[src/hdl/cts_pkg.sv]
// ----------------------------------------------------------------------------
// cts_pkg: shared types and constants of the C-like token scanner
// Token kinds, field widths and character class helpers.
// ----------------------------------------------------------------------------
package cts_pkg;

    localparam int POSITION_BITS = 16;
    localparam int KIND_W        = 5;
    localparam int FIELD_W       = 16;
    localparam int OUT_TDATA_W   = 40;
    localparam int FIFO_DEPTH    = 4;
    localparam int FIFO_PTR_W    = $clog2(FIFO_DEPTH);

    typedef logic [KIND_W-1:0]  t_kind;
    typedef logic [FIELD_W-1:0] t_field;

    localparam t_kind K_IDENT    = 5'd0;
    localparam t_kind K_CHAR     = 5'd1;
    localparam t_kind K_STRING   = 5'd2;
    localparam t_kind K_INT      = 5'd3;
    localparam t_kind K_PLUS     = 5'd4;
    localparam t_kind K_MINUS    = 5'd5;
    localparam t_kind K_STAR     = 5'd6;
    localparam t_kind K_SLASH    = 5'd7;
    localparam t_kind K_EQ       = 5'd8;
    localparam t_kind K_ASSIGN   = 5'd9;
    localparam t_kind K_NEQ      = 5'd10;
    localparam t_kind K_LEQ      = 5'd11;
    localparam t_kind K_LT       = 5'd12;
    localparam t_kind K_GEQ      = 5'd13;
    localparam t_kind K_GT       = 5'd14;
    localparam t_kind K_ELLIPSIS = 5'd15;
    localparam t_kind K_DOT      = 5'd16;
    localparam t_kind K_AMP      = 5'd17;
    localparam t_kind K_LPAREN   = 5'd18;
    localparam t_kind K_RPAREN   = 5'd19;
    localparam t_kind K_LBRACK   = 5'd20;
    localparam t_kind K_RBRACK   = 5'd21;
    localparam t_kind K_LBRACE   = 5'd22;
    localparam t_kind K_RBRACE   = 5'd23;
    localparam t_kind K_SEMI     = 5'd24;
    localparam t_kind K_COMMA    = 5'd25;
    localparam t_kind K_EOF      = 5'd26;
    localparam t_kind K_NONE     = 5'd31;

    localparam logic [7:0] CH_UNDER  = 8'h5F;
    localparam logic [7:0] CH_SQUOTE = 8'h27;
    localparam logic [7:0] CH_DQUOTE = 8'h22;
    localparam logic [7:0] CH_SPACE  = 8'h20;
    localparam logic [7:0] CH_DOT    = 8'h2E;
    localparam logic [7:0] CH_EQUAL  = 8'h3D;
    localparam logic [7:0] CH_BANG   = 8'h21;
    localparam logic [7:0] CH_LESS   = 8'h3C;
    localparam logic [7:0] CH_GREATER = 8'h3E;

    typedef enum logic [10:0] {
        M_IDLE   = 11'b000_0000_0001,
        M_IDENT  = 11'b000_0000_0010,
        M_INT    = 11'b000_0000_0100,
        M_CHAR   = 11'b000_0000_1000,
        M_STRING = 11'b000_0001_0000,
        M_EQ     = 11'b000_0010_0000,
        M_BANG   = 11'b000_0100_0000,
        M_LT     = 11'b000_1000_0000,
        M_GT     = 11'b001_0000_0000,
        M_DOT    = 11'b010_0000_0000,
        M_DOTDOT = 11'b100_0000_0000
    } t_mode;

    typedef struct packed {
        t_field len;
        t_field start;
        t_kind  kind;
    } t_token;

    typedef struct packed {
        logic   last;
        t_token tok;
    } t_entry;

    function automatic logic is_letter(input logic [7:0] b);
        return (b >= 8'h61 && b <= 8'h7A) || (b >= 8'h41 && b <= 8'h5A) || b == CH_UNDER;
    endfunction

    function automatic logic is_digit(input logic [7:0] b);
        return b >= 8'h30 && b <= 8'h39;
    endfunction

    function automatic t_kind single_kind(input logic [7:0] b);
        t_kind k;
        case (b)
            8'h2B:   k = K_PLUS;
            8'h2D:   k = K_MINUS;
            8'h2A:   k = K_STAR;
            8'h2F:   k = K_SLASH;
            8'h26:   k = K_AMP;
            8'h28:   k = K_LPAREN;
            8'h29:   k = K_RPAREN;
            8'h5B:   k = K_LBRACK;
            8'h5D:   k = K_RBRACK;
            8'h7B:   k = K_LBRACE;
            8'h7D:   k = K_RBRACE;
            8'h3B:   k = K_SEMI;
            8'h2C:   k = K_COMMA;
            default: k = K_NONE;
        endcase
        return k;
    endfunction

endpackage

[src/hdl/c_like_token_scanner.sv]
// ----------------------------------------------------------------------------
// c_like_token_scanner: byte-serial lexer for a small C-like language
// Takes one source byte per beat and emits identifier, literal, integer,
// operator and EOF tokens through a small result queue.
// ----------------------------------------------------------------------------
// Usage:
//   Slave side: one source byte per beat in i_s_tdata; i_s_tuser[0] marks
//   end of text (the byte is then ignored). Master side: one token per beat,
//   o_m_tlast set on the final token caused by an input beat.
//   Tokens are registered into the result queue by the input beat that
//   completes them. Throughput: one input beat per cycle while o_s_tready
//   is high; a beat causing two tokens needs two output beats, so the rate
//   is set by the one-token-per-cycle output port of the four-entry queue.
//   The slave side is ready while the queue holds room for two tokens, so
//   the next byte is taken while earlier tokens still wait to be taken.
//   Receiver stall: tokens hold in the queue; once it holds more than two,
//   o_s_tready drops until the receiver drains it. Nothing is lost.
//   Reset: scanner idle, byte offset zero, queue empty. End of text emits
//   any pending token, then EOF, and returns the scanner to its reset state.
// ----------------------------------------------------------------------------
module c_like_token_scanner (
    input  logic                           i_clk,
    input  logic                           i_rst_n,
    input  logic                           i_s_tvalid,
    output logic                           o_s_tready,
    input  logic [7:0]                     i_s_tdata,  // in_byte[7:0]
    input  logic [0:0]                     i_s_tuser,  // end_of_input[0]
    output logic                           o_m_tvalid,
    input  logic                           i_m_tready,
    // token_kind[4:0], token_start[20:5], token_length[36:21], zero pad
    output logic [cts_pkg::OUT_TDATA_W-1:0] o_m_tdata,
    output logic                           o_m_tlast   // last_of_run
);

    localparam int PW = cts_pkg::FIFO_PTR_W;

    cts_pkg::t_mode                      r_mode, n_mode;
    cts_pkg::t_field                     r_start, n_start;
    cts_pkg::t_field                     r_run, n_run;
    logic [cts_pkg::POSITION_BITS-1:0]   r_pos, n_pos;

    cts_pkg::t_entry                     r_fifo [cts_pkg::FIFO_DEPTH];
    logic [PW-1:0]                       r_head, r_tail;
    logic [PW:0]                         r_count;

    cts_pkg::t_token tok_a, tok_b;
    logic            tok_a_vld, tok_b_vld;
    logic            taken;
    logic            in_acc, out_acc;
    logic            eoi;
    logic [7:0]      b;
    cts_pkg::t_field pos16;
    cts_pkg::t_field run_inc;
    cts_pkg::t_mode  f_mode;
    cts_pkg::t_kind  f_kind;
    logic [1:0]      n_push;

    assign b       = i_s_tdata;
    assign eoi     = i_s_tuser[0];
    assign pos16   = cts_pkg::t_field'(r_pos);
    assign run_inc = (r_run == '1) ? r_run : r_run + 1'b1;
    assign in_acc  = i_s_tvalid && o_s_tready;
    assign out_acc = o_m_tvalid && i_m_tready;

    assign o_s_tready = (r_count <= (PW+1)'(cts_pkg::FIFO_DEPTH - 2));
    assign o_m_tvalid = (r_count != '0);
    assign o_m_tdata  = {{(cts_pkg::OUT_TDATA_W - $bits(cts_pkg::t_token)){1'b0}},
                         r_fifo[r_head].tok};
    assign o_m_tlast  = r_fifo[r_head].last;

    // fresh-scan classification of the current byte
    always_comb begin
        f_kind = cts_pkg::single_kind(b);
        if (cts_pkg::is_letter(b)) begin
            f_mode = cts_pkg::M_IDENT;
        end else if (cts_pkg::is_digit(b)) begin
            f_mode = cts_pkg::M_INT;
        end else begin
            case (b)
                cts_pkg::CH_SQUOTE:  f_mode = cts_pkg::M_CHAR;
                cts_pkg::CH_DQUOTE:  f_mode = cts_pkg::M_STRING;
                cts_pkg::CH_EQUAL:   f_mode = cts_pkg::M_EQ;
                cts_pkg::CH_BANG:    f_mode = cts_pkg::M_BANG;
                cts_pkg::CH_LESS:    f_mode = cts_pkg::M_LT;
                cts_pkg::CH_GREATER: f_mode = cts_pkg::M_GT;
                cts_pkg::CH_DOT:     f_mode = cts_pkg::M_DOT;
                default:             f_mode = cts_pkg::M_IDLE;
            endcase
        end
    end

    always_comb begin
        tok_a_vld = 1'b0;
        tok_a     = '{len: r_run, start: r_start, kind: cts_pkg::K_IDENT};
        tok_b_vld = 1'b0;
        tok_b     = '{len: '0, start: pos16, kind: cts_pkg::K_EOF};
        taken     = 1'b0;
        n_mode    = r_mode;
        n_start   = r_start;
        n_run     = r_run;
        n_pos     = r_pos + 1'b1;

        if (eoi) begin
            // flush the pending token, then EOF, then back to reset state
            unique case (r_mode)
                cts_pkg::M_IDENT: begin
                    tok_a_vld = 1'b1;
                end
                cts_pkg::M_INT: begin
                    tok_a_vld  = 1'b1;
                    tok_a.kind = cts_pkg::K_INT;
                end
                cts_pkg::M_CHAR: begin
                    tok_a_vld  = 1'b1;
                    tok_a.kind = cts_pkg::K_CHAR;
                end
                cts_pkg::M_STRING: begin
                    tok_a_vld  = 1'b1;
                    tok_a.kind = cts_pkg::K_STRING;
                end
                cts_pkg::M_EQ: begin
                    tok_a_vld = 1'b1;
                    tok_a     = '{len: 16'd1, start: r_start, kind: cts_pkg::K_ASSIGN};
                end
                cts_pkg::M_LT: begin
                    tok_a_vld = 1'b1;
                    tok_a     = '{len: 16'd1, start: r_start, kind: cts_pkg::K_LT};
                end
                cts_pkg::M_GT: begin
                    tok_a_vld = 1'b1;
                    tok_a     = '{len: 16'd1, start: r_start, kind: cts_pkg::K_GT};
                end
                cts_pkg::M_DOT: begin
                    tok_a_vld = 1'b1;
                    tok_a     = '{len: 16'd1, start: r_start, kind: cts_pkg::K_DOT};
                end
                default: begin
                end
            endcase
            tok_b_vld = 1'b1;
            n_mode    = cts_pkg::M_IDLE;
            n_start   = '0;
            n_run     = '0;
            n_pos     = '0;
        end else begin
            unique case (r_mode)
                cts_pkg::M_IDENT, cts_pkg::M_INT: begin
                    if (cts_pkg::is_digit(b)
                        || (r_mode == cts_pkg::M_IDENT && cts_pkg::is_letter(b))) begin
                        n_run = run_inc;
                        taken = 1'b1;
                    end else begin
                        tok_a_vld  = 1'b1;
                        tok_a.kind = (r_mode == cts_pkg::M_IDENT) ? cts_pkg::K_IDENT
                                                                  : cts_pkg::K_INT;
                    end
                end
                cts_pkg::M_CHAR, cts_pkg::M_STRING: begin
                    // the closing byte counts in the literal
                    n_run = run_inc;
                    taken = 1'b1;
                    if (!cts_pkg::is_letter(b) && !cts_pkg::is_digit(b)) begin
                        tok_a_vld  = 1'b1;
                        tok_a.len  = run_inc;
                        tok_a.kind = (r_mode == cts_pkg::M_CHAR) ? cts_pkg::K_CHAR
                                                                 : cts_pkg::K_STRING;
                        n_mode     = cts_pkg::M_IDLE;
                    end
                end
                cts_pkg::M_EQ, cts_pkg::M_BANG, cts_pkg::M_LT, cts_pkg::M_GT: begin
                    if (b == cts_pkg::CH_EQUAL) begin
                        tok_a_vld = 1'b1;
                        tok_a.len = 16'd2;
                        case (r_mode)
                            cts_pkg::M_EQ:   tok_a.kind = cts_pkg::K_EQ;
                            cts_pkg::M_BANG: tok_a.kind = cts_pkg::K_NEQ;
                            cts_pkg::M_LT:   tok_a.kind = cts_pkg::K_LEQ;
                            default:         tok_a.kind = cts_pkg::K_GEQ;
                        endcase
                        n_mode = cts_pkg::M_IDLE;
                        taken  = 1'b1;
                    end else if (r_mode != cts_pkg::M_BANG) begin
                        // lone bang drops; the others emit their short form
                        tok_a_vld = 1'b1;
                        tok_a.len = 16'd1;
                        case (r_mode)
                            cts_pkg::M_EQ: tok_a.kind = cts_pkg::K_ASSIGN;
                            cts_pkg::M_LT: tok_a.kind = cts_pkg::K_LT;
                            default:       tok_a.kind = cts_pkg::K_GT;
                        endcase
                    end
                end
                cts_pkg::M_DOT: begin
                    if (b == cts_pkg::CH_DOT) begin
                        n_mode = cts_pkg::M_DOTDOT;
                        taken  = 1'b1;
                    end else begin
                        tok_a_vld = 1'b1;
                        tok_a     = '{len: 16'd1, start: r_start, kind: cts_pkg::K_DOT};
                    end
                end
                cts_pkg::M_DOTDOT: begin
                    if (b == cts_pkg::CH_DOT) begin
                        tok_a_vld = 1'b1;
                        tok_a     = '{len: 16'd3, start: r_start, kind: cts_pkg::K_ELLIPSIS};
                        n_mode    = cts_pkg::M_IDLE;
                        taken     = 1'b1;
                    end
                end
                default: begin
                end
            endcase

            // rescan the byte as the start of a new token
            if (!taken) begin
                n_start = pos16;
                n_mode  = f_mode;
                n_run   = 16'd1;
                if (f_mode == cts_pkg::M_IDLE && f_kind != cts_pkg::K_NONE) begin
                    tok_b_vld = 1'b1;
                    tok_b     = '{len: 16'd1, start: pos16, kind: f_kind};
                end
            end
            if (n_mode == cts_pkg::M_IDLE) begin
                n_run = '0;
            end
        end
    end

    assign n_push = {1'b0, tok_a_vld} + {1'b0, tok_b_vld};

    always_ff @(posedge i_clk) begin
        if (!i_rst_n) begin
            r_mode  <= cts_pkg::M_IDLE;
            r_start <= '0;
            r_run   <= '0;
            r_pos   <= '0;
        end else if (in_acc) begin
            r_mode  <= n_mode;
            r_start <= n_start;
            r_run   <= n_run;
            r_pos   <= n_pos;
        end
    end

    always_ff @(posedge i_clk) begin
        if (!i_rst_n) begin
            r_head  <= '0;
            r_tail  <= '0;
            r_count <= '0;
        end else begin
            if (out_acc) begin
                r_head <= r_head + 1'b1;
            end
            if (in_acc) begin
                r_tail <= r_tail + PW'(n_push);
            end
            r_count <= r_count + (in_acc ? (PW+1)'(n_push) : '0) - (PW+1)'(out_acc);
        end
    end

    // queue payload, written in token order with last on the final one
    always_ff @(posedge i_clk) begin
        if (in_acc) begin
            if (tok_a_vld && tok_b_vld) begin
                r_fifo[r_tail]        <= '{last: 1'b0, tok: tok_a};
                r_fifo[r_tail + 1'b1] <= '{last: 1'b1, tok: tok_b};
            end else if (tok_a_vld) begin
                r_fifo[r_tail] <= '{last: 1'b1, tok: tok_a};
            end else if (tok_b_vld) begin
                r_fifo[r_tail] <= '{last: 1'b1, tok: tok_b};
            end
        end
    end

endmodule

[config.mk]
export PLATFORM = sky130hd
export DESIGN_NAME = c_like_token_scanner
export DESIGN_NICKNAME = d
export VERILOG_FILES = /design/src/hdl/cts_pkg.sv /design/src/hdl/c_like_token_scanner.sv
export SDC_FILE = /design/constraint.sdc
export NUM_CORES = 1
export LEC_CHECK = 0
export BUFFER_PORTS_ARGS = -buffer_cell sky130_fd_sc_hd__buf_2
export CELL_PAD_IN_SITES_DETAIL_PLACEMENT = 1
export CELL_PAD_IN_SITES_GLOBAL_PLACEMENT = 1
export CORE_AREA = 3 3 156 158
export CTS_CLUSTER_DIAMETER = 150
export DETAILED_ROUTE_END_ITERATION = 16
export DIE_AREA = 0 0 159 161
export PLACE_DENSITY = 0.89
export REMOVE_ABC_BUFFERS = 1
export SYNTH_ARGS = -nofsm -noshare
export SYNTH_HDL_FRONTEND = slang
export SYNTH_SLANG_ARGS = --single-unit
export TNS_END_PERCENT = 30
[constraint.sdc]
create_clock -name i_clk -period 12.53 [get_ports i_clk]
set_input_delay 1.253 -clock i_clk [delete_from_list [all_inputs] [get_ports i_clk]]
set_output_delay 1.253 -clock i_clk [all_outputs]
set_load 0.02 [all_outputs]
# Word level (Yosys, flattened, before mapping)
# Memories as Yosys holds them, arrays and structs flattened. A register that Yosys moved wholly into a read port is not among the register bits.
# Index checks and enable logic that the tools add are counted.
dict set report op_classes {
  add_sub_neg 8
  order_cmp 7
  eq_ne 39
  muxes 76
  bitwise 2
  n_reduce_logical 23
}
# op n
set op_table {}
lappend op_table {{$mux 16} 11}
lappend op_table {{$eq 8x6->1 const B} 16}
lappend op_table {{$mux 37} 3}
lappend op_table {{$mux 11} 7}
lappend op_table {{$mux 38} 2}
lappend op_table {{$pmux 10 s7} 1}
lappend op_table {{$mux 22} 3}
lappend op_table {{$pmux 5 s13} 1}
lappend op_table {{$pmux 16 s2} 2}
lappend op_table {{$pmux 16 s4} 1}
lappend op_table {{$pmux 11 s4} 1}
lappend op_table {{$eq 8x7->1 const B} 5}
lappend op_table {{$pmux 5 s7} 1}
lappend op_table {{$add 16x1->16 const B} 2}
lappend op_table {{$mux 32} 1}
lappend op_table {{$mux 1} 26}
lappend op_table {{$pmux 5 s5} 1}
lappend op_table {{$eq 11x1->1 const B} 2}
lappend op_table {{$mux 10} 2}
lappend op_table {{$eq 16x16->1 const B} 1}
lappend op_table {{$ge 8x7->1 const B} 2}
lappend op_table {{$le 8x7->1 const B} 2}
lappend op_table {{$ne 5x5->1 const B} 3}
lappend op_table {{$mux 2} 7}
lappend op_table {{other kinds (36)} 52}
dict set report word_totals {
  ff_bits 66
  mem_bits_rw 152
  inputBits 13
  output_inout_bits 43
  elab_cells 163
  mem_count 1
}
# memory depth width read_ports rd_ports_with_merged_regs write_ports line
set memory_table {}
lappend memory_table {r_fifo 4 38 1 1 2 c_like_token_scanner.sv:42} ;# cts_pkg::t_entry r_fifo [cts_pkg::FIFO_DEPTH];

# Logic depth before layout (Yosys ltp)
# Gate-level depths: netlist (run 1).
dict set report logic_depth {
  ltp_word 17
  depth_mapped 20
  mapped_depth_nobuf 18
}

# Least setup slack after synthesis (run 1)
# Ideal clock, no wire load.
dict set report synth_path {
  path_kind {input to register}
  start {in i_s_tdata[4]}
  end {mem r_fifo[3][0] (netlist name) (enable)}
  setup_time_ps 349
  arrival_ps 5017
  required_time_ps 12181
  path_slack_ps 7163
  path_stages 17
  n_path_buf 5
  cell_sequence {buf_2 -> or4b_1 -> buf_4 -> or3_1 -> buf_6 -> nor2_4 -> a21oi_1 -> nor3b_1 -> o21a_1 -> ha_1 -> or2_2 -> clkbuf_1 -> o21ai_0 -> nor2_1 -> a21oi_1 -> clkbuf_1 -> inv_1}
}
# item line
set synth_rtl {}
lappend synth_rtl {{start: declaration} c_like_token_scanner.sv:26} ;# input logic [7:0] i_s_tdata,
lappend synth_rtl {{end: declaration} c_like_token_scanner.sv:42}

==> results of run 1 <==
-- critical path, stage by stage --
cell and delay, ns:
buf_2 0.20, or4b_1 0.66, or3_1 0.55, nor2_4 0.21, a21oi_1 0.07, nor3b_1 0.18, o21ai_0 0.28, ha_1 0.42
nor2_1 0.15, nor4_1 0.73, nor2_1 0.09, buf_4 0.25, inv_1 0.89
-- report_power, final --
part           switching, mW  internal (mW)  total, mW
clock                  0.325          0.475      0.801
combinational          0.240          0.128      0.368
sequential            0.0312          0.771      0.803
total                  0.597           1.37       1.97
-- synth_stat cells, types with 5 or more instances --
master | number | area, µm²
a22oi_1 | 7 | 52.6
a32oi_1 | 10 | 87.6
nand2b_1 | 9 | 56.3
a21oi_1 | 68 | 340
nor2b_1 | 9 | 56.3
buf_1 | 9 | 33.8
xnor2_1 | 10 | 87.6
dfxtp_1 | 132 | 2640
clkbuf_1 | 70 | 263
a21o_1 | 7 | 52.6
or2_2 | 5 | 31.3
or3_1 | 18 | 113
ha_1 | 9 | 113
and4_1 | 5 | 43.8
a31oi_1 | 11 | 68.8
nor4_1 | 11 | 68.8
mux4_2 | 38 | 856
and3_1 | 15 | 93.8
edfxtp_1 | 88 | 2640
a32o_1 | 6 | 60.1
buf_6 | 5 | 56.3
o21ai_1 | 13 | 65.1
xor2_1 | 10 | 87.6
o211ai_1 | 7 | 52.6
o31ai_1 | 15 | 113
buf_2 | 14 | 70.1
nor3_1 | 27 | 135
and2_1 | 7 | 43.8
inv_1 | 24 | 90.1
a22o_1 | 74 | 648
buf_4 | 9 | 67.6
nor2_1 | 70 | 263
nand4_1 | 23 | 144
nand2_1 | 140 | 526
nand3_1 | 37 | 185
or4_1 | 7 | 52.6
o21ai_0 | 90 | 450
o22ai_1 | 27 | 169
-- final timing paths --
check                   to  slack, ns  depth (start not counted)          start
min reg2reg  r_fifo[0][24]       0.45                          2  r_fifo[0][24]
max          r_fifo[0][19]       6.73                         13   i_s_tdata[4]
min          r_fifo[0][24]       0.45                          2  r_fifo[0][24]
max reg2reg  r_fifo[0][19]       7.17                         11      r_mode[1]
-- cell families after synthesis --
| family | count (synthesis) | synth area share [%] |
|---|---|---|
| AOI/OAI and AO/OA | 396 | 23.2 |
| xor gates and xnor gates | 20 | 1.45 |
| adders and majority gates | 10 | 1.10 |
| buffers and inverters | 132 | 4.83 |
| DFF | 220 | 43.7 |
| muxes | 41 | 7.34 |
| other | 1 | 0.0310 |
| and+or+nand+nor | 419 | 18.4 |
-- layout make-up --
cell class / instances / share of cell area [%]
sequential: 220 / 39.8
timing repair buffer: 67 / 2.80
tap: 319 / 3.00
multi-input combinational: 889 / 47.0
clock inverter: 19 / 1.93
clock buffer: 27 / 4.76
inverter: 25 / 0.706
-- layer usage --
| layer | routed length (µm) | vias up | GRT usage [%] | part of all wire [%] |
|---|---|---|---|---|
| met1 | 16600 | 5562 | 42.3 | 39 |
| met5 | 0 | - | 0 | 0 |
| met3 | 3640 | 187 | 5.28 | 8.5 |
| li1 | - | 4721 | - | - |
| met4 | 2050 | 0 | 13.8 | 4.8 |
| met2 | 20400 | 661 | 54.9 | 48 |
-- flip-flops by register name, summed over array words and instances (netlist names), named ones only --
name and flops:
r_fifo 152, pos16 16, r_run 16, r_start 16, r_mode 11, r_count 3, r_head 2, r_tail 2
-- metrics by stage --
stage	util, %	area [µm²]	setup slack, ns	hold WS, ns	total power [mW]
after floorplan	-	11600	7.09	0.420	1.04
after global placement	53.3	12400	6.75	0.429	1.16
after detailed placement	53.3	12400	6.43	0.442	1.17
after CTS	57.1	13300	6.87	0.456	1.96
after global routing	57.1	13300	6.38	0.484	2.03
final	57.1	13300	6.73	0.451	1.97
==> results.md, run 1 <==
* CTS buffer count at 25
* Antenna cells at 0
* First-pass GRT wire length at 67,100 µm
* GRT Total Usage at 32.7%
* Cell Area, Synth at 12,100 µm²
* Final hold viol count at 0
* Reg area at 5290 µm²
* Slew Viols, Final at 0
* Number of synthesized flops with an enable pin at 88
* Max clock buf depth at 3
* Post-DP HPWL at 27,500 µm
* Avg Inst Size Synth at 9.76 µm²
* Synth Warn # at 0
* DR WL/cell at 27.3 µm
* Fill count at 2,607
* Relative slew margins at 18.4%
* Initial antenna violation count at 0
* Critical Path RT at 12.68 ns
* RSZ-0062 raised after global routing: no
* Worst Path Arrival at 5.95 ns
* Clock latency on the worst-skew pair at 0.54 ns
* DR DRC count at 0
* Clock Skews at 0.0130 ns
* CP Class: in2reg
* Die Footprint at 25,600 µm²
* Max frequency at 0.173 GHz
* Crit path launch type: primary input
* Share of layout cells above drive strength 1 at 16.0%
* DRT Wirelength at 42,700 µm
* Critical Path Sink Type: flip-flop
* TritonCTS Sinks at 220
* Placed cells at 1,520
* Peak supply drop at 0.000108 V
* CTS tree: built
* Final Critical Period at 5.80 ns
* Htree depth at 1
* # rows at 56
* Syn Inst Count at 1,239
* Most common cell after layout, fill and taps aside: nand2_1
* Final nets at 1,251
* Iteration-0 DRC Markers at 1,219
* Seq/Total Area, Yosys at 43.7%
* Leakage power at 4.28 nW
* Top Ports at 56
* Footprint of the multi-input gates at 6250 µm²
* Status: finished clean
* 1st-pass router iterations at 6
* Area growth syn-to-layout at 9.96%
* Worst Tran Pin Value at 1.21 ns
* Most frequent cells in the layout: 140 x nand2_1, 130 x dfxtp_1, 90 x o21ai_0
* Unique masters post-synth at 99
* GP Congestion at 0.955
* Flops & latches, synth at 220
* Antenna-violating nets left at 0
* Vias per inst at 7.11
* Final setup TNS at 0 ns
* Die height at 161 µm
* HP Class: reg2reg
* Hold_buf cts at 0
* Synth Flop Type: dfxtp_1
* Vias at 11,100
* CTS resizes at 0
* Clk Tree Root Cell: clkbuf_16
* Power Density at 148 nW/µm²
* Largest net degree at the start of global routing at 50
* Post-CTS setup buffers at 0
* Crit-path max FO at 22
* Synth async-reset ratio at 0%
* Starting density of the core at 52.0%
* I/O Buffers at 52
* Die width at 159 µm
* Tcrit/Tclk final at 46.3%
* Final Setup Violations at 0
* Reg clk slew, reported paths at 0.06 ns
* Core area at 23,300 µm²
* Layout Cells excl Fill at 1,566
* Via count of the first global-routing pass at 11,500
* Max-cap viol count at 0
* Grt ovf at 0
Power figures use the tool's default switching activity.
==> inputs of run 2 (changes only) <==
ABC_AREA = 1   (was not set)
CORE_AREA = 3 3 168 170   (was 3 3 156 158)
DIE_AREA = 0 0 171 173   (was 0 0 159 161)
PLACE_DENSITY = 0.84   (was 0.89)
clock period = 5.8 ns   (was 12.53 ns; I/O delays follow)
==> results.md, run 2 <==
* TritonCTS Sinks at 220
* Cell Area, Synth at 12,300 µm²
* Synth Flop Type: dfxtp_1
* Vias at 12,400
* Slew Viols, Final at 0
* Largest family of logic cells by synthesized area: simple AND/OR/NAND/NOR gates
* Worst Hold Path Cells at 2
* Critical Path Sink Type: flip-flop
* Status: finished clean
* Crit path buffers/inverters at 5
* RSZ-0062 raised after global routing: no
* Critical Path RT at 6.03 ns
* Footprint of the multi-input gates at 6140 µm²
* Fill count at 3,466
* Final Setup Violations at 0
* Worst Tran Pin Value at 1.12 ns
* Synth Area in Compound Gates at 16.0%
* Max frequency at 0.214 GHz
* Worst Path Arrival at 4.90 ns
* GP Congestion at 0.976
* GR Util met2 at 48.4%
* Crit-path max FO at 22
* Worst-path cell chain: inv_2 -> nand2_4 -> nor2_8 -> nand2_1 -> nand3_1 -> nor2_2 -> nand3_1 -> o21ai_0 -> nand3_1 -> ha_1 -> nand2_1 -> inv_1 -> nand2_1 -> inv_1 -> nor2_2 -> inv_1 -> buf_4
* Proportion of synthesized area in mux cells at 0%
* Seq/Total Area, Yosys at 43.0%
* Via count of the first global-routing pass at 12,600
* Top post-synthesis cells by area: dfxtp_1 21%, edfxtp_1 21%, nand2_1 15%, o21ai_0 7.2%, nor2_1 6.1%
* Die height at 173 µm
* Most Crowded Layer GR: met2
* Slowest stage delay, CP at 0.61 ns
* Iteration-0 DRC Markers at 1,106
* 1st-pass router iterations at 5
* Crit path launch type: flip-flop
* First-pass GRT wire length at 68,000 µm
* Unique masters post-synth at 49
* Biggest register: r_fifo
* Post-CTS setup buffers at 0
* Final Critical Period at 4.66 ns
* Power Density at 380 nW/µm²
* Largest delay share family, worst path: simple AND/OR/NAND/NOR gates
* R2R Path End: r_fifo[3][18]
* Hold path start: r_fifo[1][29]
* Peak supply drop at 0.000194 V
* R2R cell count at 17
* Top cell type's share of synthesized area at 21.5%
* Final hold viol count at 0
* CTS resizes at 0
* Initial antenna violation count at 0
* Post-synth top cells: 503 x nand2_1, 200 x nor2_1, 177 x o21ai_0
* Met3 GRT Util at 3.20%
* Max-cap viol count at 0
* Max clock buf depth at 3
* Synth Area in XOR/XNOR at 0.783%
* Core area at 26,900 µm²
* Final nets at 1,778
* Avg Inst Size Synth at 7.08 µm²
* Fraction of the mapped netlist area in simple logic gates at 32.0%
* Reg2reg setup slack at 1.14 ns
* Synth async-reset ratio at 0%
* I/O Buffers at 52
* Antenna-violating nets left at 0
* Hold endpoint: r_fifo[1][29]
* Reg-to-Reg Start: r_mode[9]
* Antenna cells at 0
* Syn Inst Count at 1,736
* # rows at 60
* Flops & latches, synth at 220
* DR WL/cell at 20.4 µm
* Grt ovf at 0
* Post-DP HPWL at 29,900 µm
* Most common cell after layout, fill and taps aside: nand2_1
* Tcrit/Tclk final at 80.4%
* DR DRC count at 0
* Final setup TNS at 0 ns
* Reg area at 5290 µm²
* DRT Wirelength at 43,200 µm
* Synth Warn # at 0
* Hold_buf cts at 0
* Clock Skews at 0.0117 ns
* Crit path max-delay cell type: nor2_2
* Starting density of the core at 45.8%
* Largest net degree at the start of global routing at 77
* CTS tree: built
* Number of synthesized flops with an enable pin at 88
* Grt met1 use at 38.9%
* GRT Total Usage at 28.4%
* Top Ports at 56
* Clock latency on the worst-skew pair at 0.52 ns
* CP Class: reg2reg
* Area leader, netlist: dfxtp_1
* HP Class: reg2reg
* Leakage power at 5.74 nW
* Die Footprint at 29,600 µm²
* Reg clk slew, reported paths at 0.07 ns
* Die width at 171 µm
* Cell with the most instances after synthesis: nand2_1
* Vias per inst at 5.86
* Htree depth at 1
* Clk Tree Root Cell: clkbuf_16
* CTS buffer count at 25
* Most frequent cells in the layout: 503 x nand2_1, 200 x nor2_1, 177 x o21ai_0
* Area growth syn-to-layout at 11.3%
* Final core occ at 50.9%
* Post-Synth Adder-Cell Area at 1.08%
* Relative slew margins at 25.2%
* Max FFs per register at 152
* Share of layout cells above drive strength 1 at 9.53%
==> run 2: layer usage <==
layer	vias to the layer above	part of all wire, %
met5	-	0
met4	0	1.9
met3	65	5.7
met2	410	48
met1	6072	45
li1	5831	-
==> run 2: power by group <==
part	leakage, nW	switching [mW]	internal, mW
sequential	1.97	0.149	1.83
clock	0.446	0.662	1.11
combinational	3.33	1.03	0.424
total	5.74	1.84	3.36
==> run 2: worst reg2reg max path, stage by stage (launching register included) <==
cell,delay [ns]
dfxtp_1,0.46
inv_2,0.07
nand2_4,0.14
nor2_8,0.07
nand2_1,0.14
nand3_1,0.20
nor2_2,0.34
nand3_1,0.19
o21ai_0,0.21
nand3_1,0.16
ha_1,0.26
nand2_1,0.17
inv_1,0.12
nand2_1,0.52
inv_1,0.33
nor2_2,0.61
inv_1,0.12
buf_4,0.27
==> run 2: worst max-delay path by stage <==
| stage | from | to | cells past startpoint |
|---|---|---|---|
| after global placement | i_s_tdata[5] | r_fifo[3][17] | 19 |
| after global routing | r_mode[9] | r_fifo[3][15] | 17 |
| after floorplan | i_s_tdata[0] | r_fifo[1][0] | 20 |
| after detailed placement | i_s_tdata[4] | r_fifo[3][17] | 18 |
| after CTS | r_mode[9] | r_fifo[3][15] | 17 |
| final | r_mode[9] | r_fifo[3][18] | 17 |
==> run 2: cell families (layout without fill, tap and decap cells) <==
| group | after synthesis | after routing |
|---|---|---|
| buffers and inverters | 218 | 253 |
| DFF | 220 | 220 |
| and+or+nand+nor | 918 | 918 |
| adders and majority gates | 10 | 10 |
| other | 1 | 3 |
| AOI/OAI and AO/OA | 358 | 358 |
| xor gates and xnor gates | 11 | 11 |
==> run 2: layout make-up <==
| class | count | area share (%) |
|---|---|---|
| Clock buffer | 27 | 4.70 |
| Clock inverter | 18 | 1.95 |
| Inverter | 136 | 3.76 |
| Multi-Input combinational cell | 1300 | 44.9 |
| Sequential cell | 220 | 38.6 |
| Tap cell | 341 | 3.12 |
| Timing Repair Buffer | 72 | 3.00 |
==> run 2: stage by stage <==
step           hold WS, ns  instance area (µm²)  std cells  power (mW)  setup WS, ns
4_1_cts              0.448                13700       2114        5.20          1.20
3_5_place_dp         0.435                12800       2069        3.43          1.01
6_report             0.450                13700       2114        5.20          1.14
2_1_floorplan        0.421                11900       1656        2.89          1.33
5_1_grt              0.469                13700       2114        5.44         0.827
3_3_place_gp         0.432                12800       2069        3.35          1.23
==> inputs of run 3 (changes only) <==
CORE_AREA = 3 3 178 180   (was 3 3 168 170)
DIE_AREA = 0 0 181 183   (was 0 0 171 173)
PLACE_DENSITY = 0.79   (was 0.84)
clock period = 4.1 ns   (was 5.8 ns; I/O delays follow)
==> results.md, run 3 (synthesis gave the netlist of run 2 again) <==
* TritonCTS Sinks at 220
* Comb power frac at 29.2%
* Iteration-0 DRC Markers at 1,033
* Via count of the first global-routing pass at 12,500
* Layout Cells excl Fill at 2,188
* I/O Buffers at 52
* Max frequency at 0.266 GHz
* Clock latency on the worst-skew pair at 0.53 ns
* Worst path most repeated cell: inv_1
* Post-CTS setup buffers at 0
* Die height at 183 µm
* Starting density of the core at 40.5%
* Critical Path Sink Type: flip-flop
* Grt ovf at 0
* Total chip power at 7.03 mW
* CTS tree: built
* Final worst setup slack at 0.345 ns
* Max clock buf depth at 3
* Post-DP HPWL at 30,000 µm
* Worst Tran Pin Value at 1.13 ns
* Area growth syn-to-layout at 12.4%
* Vias at 12,200
* Fill count at 3,894
* CTS buffer count at 24
* Cell-internal power at 4.45 mW
* Hold path start: i_m_tready
* Design Area, Final at 13,800 µm²
* Die width at 181 µm
* Crit path buffers/inverters at 7
* Vias per inst at 5.59
* Largest net degree at the start of global routing at 77
* Clock Skews at 0.0182 ns
* Antenna-violating nets left at 0
* Most common cell after layout, fill and taps aside: nand2_1
* Part of the power in registers at 39.6%
* Clock power share at 31.1%
* Reg clk slew, reported paths at 0.07 ns
* Worst-path cell chain: nor2_1 -> nand2_2 -> nor2_4 -> nand3_1 -> clkinv_1 -> nor2_1 -> nand3_1 -> o21ai_2 -> inv_1 -> nand2_1 -> nand3_1 -> inv_1 -> ha_1 -> inv_1 -> nand2_1 -> ha_1 -> inv_1 -> ha_1 -> inv_1 -> fa_1 -> xor2_1 -> inv_1 -> nor2_1
* Area after DPL at 13,000 µm²
* Max FFs per register at 152
* GP Congestion at 0.946
* Worst hold slack at 0.307 ns
* Final setup TNS at 0 ns
* Top Ports at 56
* HP Class: in2reg
* # rows at 64
* Crit-path max FO at 6
* Crit path launch type: flip-flop
* Leakage power at 5.76 nW
* Final hold viol count at 0
* Final nets at 1,797
* Largest delay share family, worst path: simple AND/OR/NAND/NOR gates
* GRT Total Usage at 25.3%
* Final core occ at 45.6%
* Final Setup Violations at 0
* Power Density at 509 nW/µm²
* DR WL/cell at 19.7 µm
* CP Class: reg2reg
* Share of layout cells above drive strength 1 at 10.7%
* 1st-pass router iterations at 5
* Worst Path Arrival at 4.12 ns
* Hold_buf cts at 0
* Slowest stage delay, CP at 0.41 ns
* Tcrit/Tclk final at 91.6%
* Biggest register: r_fifo
* Switch share at 36.7%
* Peak supply drop at 0.000281 V
* Initial antenna violation count at 0
* Clk Tree Root Cell: clkbuf_16
* Sw Pwr at 2.58 mW
* Htree depth at 1
* Critical Path RT at 4.46 ns
* Relative slew margins at 24.7%
* Placed cells at 2,144
* Core area at 30,300 µm²
* Worst slack, placed at 0.329 ns
* RSZ-0062 raised after global routing: no
* Final Critical Period at 3.76 ns
* Reg-to-Reg Start: r_mode[1]
* DRT Wirelength at 43,100 µm
* Status: finished clean
* Antenna cells at 0
* Die Footprint at 33,100 µm²
* First-pass GRT wire length at 68,400 µm
* Crit path max-delay cell type: dfxtp_1
* DR DRC count at 0
* Most frequent cells in the layout: 503 x nand2_1, 200 x nor2_1, 177 x o21ai_0
* Max-cap viol count at 0
* Worst Setup SP: r_mode[1]
* Slew Viols, Final at 0
## run 3: cell count changes in the layout (fill, tap and decap cells not counted), moves of 2 or more
cell	previous run	this run
clkinv_1	13	10
clkinv_2	5	2
clkinv_4	0	2
buf_12	0	2
buf_4	20	38
bufinv_16	7	2
clkinvlp_4	1	8
## run 3: power groups by stage
| stage | registers (mW) | logic [mW] | clock network, mW |
|---|---|---|---|
| final | 2.79 | 2.06 | 2.19 |
| after global routing | 2.82 | 2.27 | 2.32 |
| after CTS | 2.78 | 2.07 | 2.22 |
| after detailed placement | 2.82 | 2.05 | 0 |
| after global placement | 2.81 | 2.00 | 0 |
| after floorplan | 2.80 | 1.29 | 0 |
## run 3: path summary, 6_finish.rpt
path	endpoint	slack (ns)	cells past startpoint
max	r_count[2]	0.34	23
min	flip-flop	0.31	4
max reg2reg	r_count[2]	0.34	23
min reg2reg	r_fifo[1][30]	0.45	2
## run 3: final cells by class
type | instances | area (µm²) | area share (%)
repair buffers | 92 | 586 | 4.23
clock inverters | 16 | 156 | 1.13
multi-input cells | 1300 | 6150 | 44.5
well taps | 396 | 495 | 3.58
inverters | 136 | 515 | 3.73
flip-flops and latches | 220 | 5290 | 38.2
clock buffers | 28 | 641 | 4.63
## run 3: layer usage
layer | track usage, % | share of wire [%] | vias to the layer above
met2 | 43.2 | 47 | 382
met3 | 2.56 | 5.7 | 88
li1 | - | - | 5876
met4 | 7.95 | 2.9 | 0
met5 | 0 | 0 | -
met1 | 34.2 | 45 | 5890
## run 3: timing repair
action / 4_1_cts / 5_1_grt
gates resized for setup: 0 / 1
endpoints found under the hold margin: 0 / 0
setup endpoints to repair: 0 / 1
## run 3: tightest hold or removal path, stage by stage
cell and delay (ns):
buf_2 0.07, nand2_1 0.04, inv_1 0.16, a21oi_1 0.09
